### config.mk
export PLATFORM = sky130hd
export DESIGN_NAME = rgb565_2x2_box_downsample
export DESIGN_NICKNAME = d
export VERILOG_FILES = /design/src/rtl/rgbds_pkg.sv /design/src/rtl/rgbds_ram.sv /design/src/rtl/rgb565_2x2_box_downsample.sv
export SDC_FILE = /design/constraint.sdc
export NUM_CORES = 1
export LEC_CHECK = 0
export ABC_AREA = 1
export ABC_CLOCK_PERIOD_IN_PS = 4000
export BUFFER_PORTS_ARGS = -buffer_cell sky130_fd_sc_hd__clkbuf_2
export CELL_PAD_IN_SITES_DETAIL_PLACEMENT = 0
export CELL_PAD_IN_SITES_GLOBAL_PLACEMENT = 1
export CORE_ASPECT_RATIO = 1.4
export CORE_MARGIN = 3
export CORE_UTILIZATION = 42
export DETAILED_ROUTE_END_ITERATION = 8
export MAX_ROUTING_LAYER = met4
export PLACE_DENSITY_LB_ADDON = 0.1
export SYNTH_ARGS = -nofsm -noshare
export SYNTH_HDL_FRONTEND = slang
export SYNTH_SLANG_ARGS = --single-unit
### constraint.sdc
create_clock -name clk_i -period 4 [get_ports clk_i]
set_input_delay 0.4 -clock clk_i [delete_from_list [all_inputs] [get_ports clk_i]]
set_output_delay 0.4 -clock clk_i [all_outputs]
set_load 0.005 [all_outputs]
### src/rtl/rgbds_pkg.sv
// Package for the RGB565 2x2 box downsampler.
// Holds tile geometry, counter and line store widths, and the channel pair-sum helper.
// No dependencies.
`default_nettype none
package rgbds_pkg;

  localparam int unsigned OUT_WIDTH  = 64;
  localparam int unsigned OUT_HEIGHT = 64;

  localparam int unsigned COL_W  = $clog2(2 * OUT_WIDTH);
  localparam int unsigned ROW_W  = $clog2(2 * OUT_HEIGHT);
  localparam int unsigned ADDR_W = (OUT_WIDTH > 1) ? $clog2(OUT_WIDTH) : 1;

  localparam int unsigned CH_W  = 7;
  localparam int unsigned SUM_W = 3 * CH_W;

  localparam logic [COL_W-1:0] COL_LAST = COL_W'(2 * OUT_WIDTH - 1);
  localparam logic [ROW_W-1:0] ROW_LAST = ROW_W'(2 * OUT_HEIGHT - 1);

  typedef logic [SUM_W-1:0] pair_sum_t;

  function automatic pair_sum_t pack_pair(input logic [15:0] a, input logic [15:0] b);
    logic [CH_W-1:0] r;
    logic [CH_W-1:0] g;
    logic [CH_W-1:0] bl;
    r  = CH_W'(a[15:11]) + CH_W'(b[15:11]);
    g  = CH_W'(a[10:5]) + CH_W'(b[10:5]);
    bl = CH_W'(a[4:0]) + CH_W'(b[4:0]);
    return {r, g, bl};
  endfunction

endpackage
`default_nettype wire

### src/rtl/rgbds_ram.sv
// Generic single-port-write, single-port-read RAM with registered read.
// Read data holds while the read enable is low. No dependencies.
`default_nettype none
module rgbds_ram #(
  parameter int unsigned WIDTH = 8,
  parameter int unsigned DEPTH = 16
) (
  input  wire logic                                        clk_i,
  input  wire logic                                        we_i,
  input  wire logic [((DEPTH > 1) ? $clog2(DEPTH) : 1)-1:0] waddr_i,
  input  wire logic [WIDTH-1:0]                            wdata_i,
  input  wire logic                                        re_i,
  input  wire logic [((DEPTH > 1) ? $clog2(DEPTH) : 1)-1:0] raddr_i,
  output logic      [WIDTH-1:0]                            rdata_o
);

  logic [WIDTH-1:0] mem [DEPTH];

  always_ff @(posedge clk_i) begin
    if (we_i) begin
      mem[waddr_i] <= wdata_i;
    end
    if (re_i) begin
      rdata_o <= mem[raddr_i];
    end
  end

endmodule
`default_nettype wire

### src/rtl/rgb565_2x2_box_downsample.sv
// Top level of the RGB565 2x2 box downsampler.
// Depends on rgbds_pkg and rgbds_ram (line store of column pair sums).
//
//   channel | payload              | handshake
//   --------+----------------------+----------------------------
//   in      | sample_i[15:0]       | in_valid_i / in_stall_o
//   out     | pixel_o, last_pixel_o| out_valid_o / out_stall_i
//
// One sample per cycle while in_stall_o is low; after its bottom-right sample is accepted,
// a pixel passes the line store read, then the output register.
// The line store is undefined after reset; every odd row reads entries the even row
// above it wrote. Counters and the left sample reset to zero.
// An out stall holds the read stage only when the output register is full.
`default_nettype none
module rgb565_2x2_box_downsample (
  input  wire logic        clk_i,
  input  wire logic        rst_ni,
  input  wire logic [15:0] sample_i,
  input  wire logic        in_valid_i,
  output logic             in_stall_o,
  output logic      [15:0] pixel_o,
  output logic             last_pixel_o,
  output logic             out_valid_o,
  input  wire logic        out_stall_i
);
  import rgbds_pkg::*;

  logic [COL_W-1:0]  col_q, col_d;
  logic [ROW_W-1:0]  row_q, row_d;
  logic [15:0]       left_q;
  logic              rd_valid_q;
  pair_sum_t         bottom_q;
  logic              last_q;
  logic              out_valid_q;
  logic [15:0]       pixel_q;
  logic              out_last_q;

  logic              accept;
  logic              rd_adv;
  logic              odd_col;
  logic              odd_row;
  logic              wr_en;
  logic              rd_en;
  logic [ADDR_W-1:0] idx;
  pair_sum_t         pair;
  pair_sum_t         top;
  logic [7:0]        sum_r, sum_g, sum_b;
  logic [15:0]       pixel_d;

  assign rd_adv     = rd_valid_q && (!out_valid_q || !out_stall_i);
  assign in_stall_o = rd_valid_q && !rd_adv;
  assign accept     = in_valid_i && !in_stall_o;

  assign odd_col = col_q[0];
  assign odd_row = row_q[0];
  assign idx     = ADDR_W'(col_q >> 1);
  assign pair    = pack_pair(left_q, sample_i);
  assign wr_en   = accept && odd_col && !odd_row;
  assign rd_en   = accept && odd_col && odd_row;

  rgbds_ram #(
    .WIDTH (SUM_W),
    .DEPTH (OUT_WIDTH)
  ) u_line (
    .clk_i   (clk_i),
    .we_i    (wr_en),
    .waddr_i (idx),
    .wdata_i (pair),
    .re_i    (rd_en),
    .raddr_i (idx),
    .rdata_o (top)
  );

  always_comb begin
    col_d = col_q;
    row_d = row_q;
    if (accept) begin
      if (col_q == COL_LAST) begin
        col_d = '0;
        row_d = (row_q == ROW_LAST) ? '0 : row_q + 1'b1;
      end else begin
        col_d = col_q + 1'b1;
      end
    end
  end

  always_comb begin
    sum_r   = 8'(top[3*CH_W-1:2*CH_W]) + 8'(bottom_q[3*CH_W-1:2*CH_W]) + 8'd2;
    sum_g   = 8'(top[2*CH_W-1:CH_W]) + 8'(bottom_q[2*CH_W-1:CH_W]) + 8'd2;
    sum_b   = 8'(top[CH_W-1:0]) + 8'(bottom_q[CH_W-1:0]) + 8'd2;
    pixel_d = {sum_r[6:2], sum_g[7:2], sum_b[6:2]};
  end

  always_ff @(posedge clk_i or negedge rst_ni) begin
    if (!rst_ni) begin
      col_q       <= '0;
      row_q       <= '0;
      left_q      <= '0;
      rd_valid_q  <= 1'b0;
      out_valid_q <= 1'b0;
    end else begin
      col_q <= col_d;
      row_q <= row_d;
      if (accept && !odd_col) begin
        left_q <= sample_i;
      end
      if (rd_en) begin
        rd_valid_q <= 1'b1;
      end else if (rd_adv) begin
        rd_valid_q <= 1'b0;
      end
      if (rd_adv) begin
        out_valid_q <= 1'b1;
      end else if (!out_stall_i) begin
        out_valid_q <= 1'b0;
      end
    end
  end

  always_ff @(posedge clk_i) begin
    if (rd_en) begin
      bottom_q <= pair;
      last_q   <= (col_q == COL_LAST) && (row_q == ROW_LAST);
    end
    if (rd_adv) begin
      pixel_q    <= pixel_d;
      out_last_q <= last_q;
    end
  end

  assign out_valid_o  = out_valid_q;
  assign pixel_o      = pixel_q;
  assign last_pixel_o = out_last_q;

endmodule
`default_nettype wire
==> out/qor.txt <==
Outcome -> completed
Top Ports -> 39
Psw -> 18.5 mW
Met1 Usage GRT -> 0.296
Synth warn -> 0
DIE WIDTH -> 317 um
Area Overhead vs Synth -> 13.1%
Delay-heaviest family, CP -> buffers and inverters
Min cycle time layout -> 3.63 ns
DPL Wire Length -> 93900 um
Cts bufs inserted -> 134
Setup TNS -> 0 ns
Final setup skew -> 0.0226 ns
CTS tree -> built
Area leader, netlist -> edfxtp_1
Max FO, Critical Path -> 112
Die H -> 441 um
Via count -> 35900
Core area -> 134000 um^2
Ys flop type -> edfxtp_1
Final setup fails -> 0
CTS Sinks -> 1304
Nets -> 5619
Top cell type's share of synthesized area -> 0.672
Max Clk Rate -> 276 MHz
Final hold violation count -> 0
Sw frac -> 0.385
Sequential share of the synthesized area -> 0.686
Comb power frac -> 0.351
Mapped Avg Cell Area -> 10.5 um^2
M2 GR Usage -> 0.407
Routed wire length -> 161000 um
Max rail drop VDD -> 0.00145 V
Most used cell, CP -> nand2_1
Kind of critical path -> flop to flop
Worst hold path class -> input port to flop
Post-Synthesis Cells -> 5414
Worst path max stage delay -> 0.77 ns
All-Layer GR Usage -> 0.240
Net Count, Synth -> 5487
Cell count after placement -> 7163
Clock Latency Late Sink -> 0.77 ns
Yosys reg bits -> 1304
Fill cells -> 12300
Worst slew pin tran -> 1.24 ns
Post-synth top cells -> nand2_1, edfxtp_1, inv_1, nand3_1, nor2_1
Startpoint types -> flop
Clock slew at reported path FFs -> 0.06 ns
Synth area leaders -> edfxtp_1, nand2_1, inv_1
Max-slew violations -> 0
Setup Fix Bufs, Post-CTS -> 0
Sequential share of power -> 0.396
FP Rows -> 159
Fraction of layout instances using a drive strength above 1 -> 0.0893
Starting DRT DRC Count -> 2536
Req. time, crit path -> 4.51 ns
Starting density of the core -> 0.423
Overflow after GRT -> 0
DIE AREA -> 140000 um^2
GR peak layer -> met2
Top-count cell post-synth -> nand2_1
PostCTS Resize Cnt -> 0
RePlAce Congestion -> 0.806
Final Cycle Share -> 0.907
Pin count of the biggest net entering global routing -> 113
Initial antenna violation count -> 7
RSZ-0062 raised after global routing -> no
CP Capture Type -> flop
Maxcap violations -> 0
Finished Cell Area -> 64300 um^2
Distinct cells, synth -> 38
# port buffers -> 38
CP bufs+invs -> 2
Clock root cell -> clkbuf_16
Slew HR -> 0.175
Clk buf depth -> 3
Power Dens Cells -> 749 nW/um^2
Antenna-violating nets left -> 0
Cell Int Power -> 29.6 mW
PnR Total Power -> 48.1 mW
Clk network pwr share -> 0.253
H-tree depth -> 4
Vias in the first global route -> 34900
CP max-delay cell -> o21ai_0
Post-Syn Area -> 56800 um^2
Post-route insts no fill -> 7408
DRT Pass-1 Iters -> 5
DP Area -> 60000 um^2
First-pass GRT wire length -> 236000 um
Async SR Flop Fraction -> 0.0245
WL/cell -> 21.7 um
WP data arrival -> 4.13 ns
Vias/cell -> 4.85
CP Cell Sequence -> inv_16, buf_4, nand2_1, nand3_1, nand2_1, o21ai_0, nand2_1, nor2_1, nand2_1
DR DRC count -> 0
Number of synthesized flops with an enable pin -> 1272
Met3 Use GR -> 0.0257
Static leakage power -> 27.9 nW
[what timing repair did]
action,CTS,global route
hold buffers,18,0
endpoints found under the hold margin,50,0
setup endpoints to repair,0,0
[state kept, by name, summed over array words and instances (netlist names)]
register	flops
bottom_q	19
col_q	7
last_pixel_o	1
last_q	1
left_q	16
out_valid_o	1
pixel_o	16
rd_valid_q	1
row_q	7
u_line.mem	1216
u_line.rdata_o	19
[power by group through the flow]
stage | registers (mW) | clock network [mW] | logic [mW]
after global placement | 19.4 | 0 | 17.2
final | 19.1 | 12.2 | 16.9
after CTS | 19.1 | 12.4 | 17.3
after detailed placement | 19.4 | 0 | 17.2
after floorplan | 19.4 | 0 | 9.16
after global routing | 19.1 | 12.9 | 18.5
[cell families after synthesis]
| family | Yosys count | share of synthesized area |
|---|---|---|
| buf+inv | 1383 | 0.0977 |
| flops | 1304 | 0.686 |
| compound gates | 219 | 0.0200 |
| fa+ha+maj | 53 | 0.0125 |
| mux | 14 | 0.00277 |
| xor+xnor | 26 | 0.00401 |
| simple gates | 2415 | 0.177 |
[final timing paths]
check | cells past startpoint | end | startpoint | slack, ns
setup / recovery | 9 | u_line.rdata_o[3]$_DFFE_PP_ | col_q[1]$_DFFE_PN0N_ | 0.37
hold / removal | 5 | row_q[1]$_DFFE_PN0P_ | in_valid_i | 0.10
setup reg to reg | 9 | u_line.rdata_o[3]$_DFFE_PP_ | col_q[1]$_DFFE_PN0N_ | 0.37
hold reg to reg | 0 | last_pixel_o$_DFFE_PP_ | last_q$_DFFE_PP_ | 0.44
max in group asynchronous | 3 | col_q[1]$_DFFE_PN0N_ | rst_ni | 3.25
min in group asynchronous | 2 | left_q[4]$_DFFE_PN0P_ | rst_ni | 0.11
[placed cells by master (no fill, tap or decap), types with 8 or more instances in the layout]
cell / count
nor2_2: 67
o21ai_0: 59
buf_12: 24
nor2_1: 114
o211ai_1: 10
clkbuf_2: 38
or2_2: 11
or2_1: 43
ha_1: 44
clkinv_2: 12
clkinv_1: 27
nand2_1: 1571
bufinv_16: 9
dlygate4sd3_1: 18
mux2_2: 8
nand3_2: 8
buf_4: 136
nand3_1: 573
clkbuf_1: 26
dfrtp_1: 31
edfxtp_1: 1272
clkbuf_16: 141
o21ai_1: 121
xor2_1: 12
inv_1: 1156
a21oi_1: 21
[layout make-up]
type	count	area, um^2	share of cell area
repair buffers	216	1870	0.0291
flip-flops and latches	1304	39000	0.606
well taps	1771	2220	0.0345
diodes	4	10.0	0.000156
inverters	1163	4380	0.0682
multi-input cells	2727	12700	0.197
clock buffers	170	3670	0.0570
clock inverters	53	473	0.00735
[per-stage QoR]
stage	hold slack, ns	utilization	setup slack, ns
CTS	0.0350	0.479	0.150
detailed placement	0.380	0.447	0.170
global route	0.118	0.479	0.154
global placement	0.375	0.447	0.164
finish	0.101	0.479	0.373
floorplan	0.104	-	0.422
[per-layer routing]
metal	part of all wire	vias up
li1	-	17500
met1	0.42	17500
met2	0.50	731
met3	0.040	239
met4	0.039	0
met5	0	-
[tightest hold or removal path, delay by kind of cell]
kind                   cells  cell delay [ns]
buffers and inverters      1             0.10
AND/OR/NAND/NOR            4             0.32
Note: power is estimated with default switching activity, not from simulation.
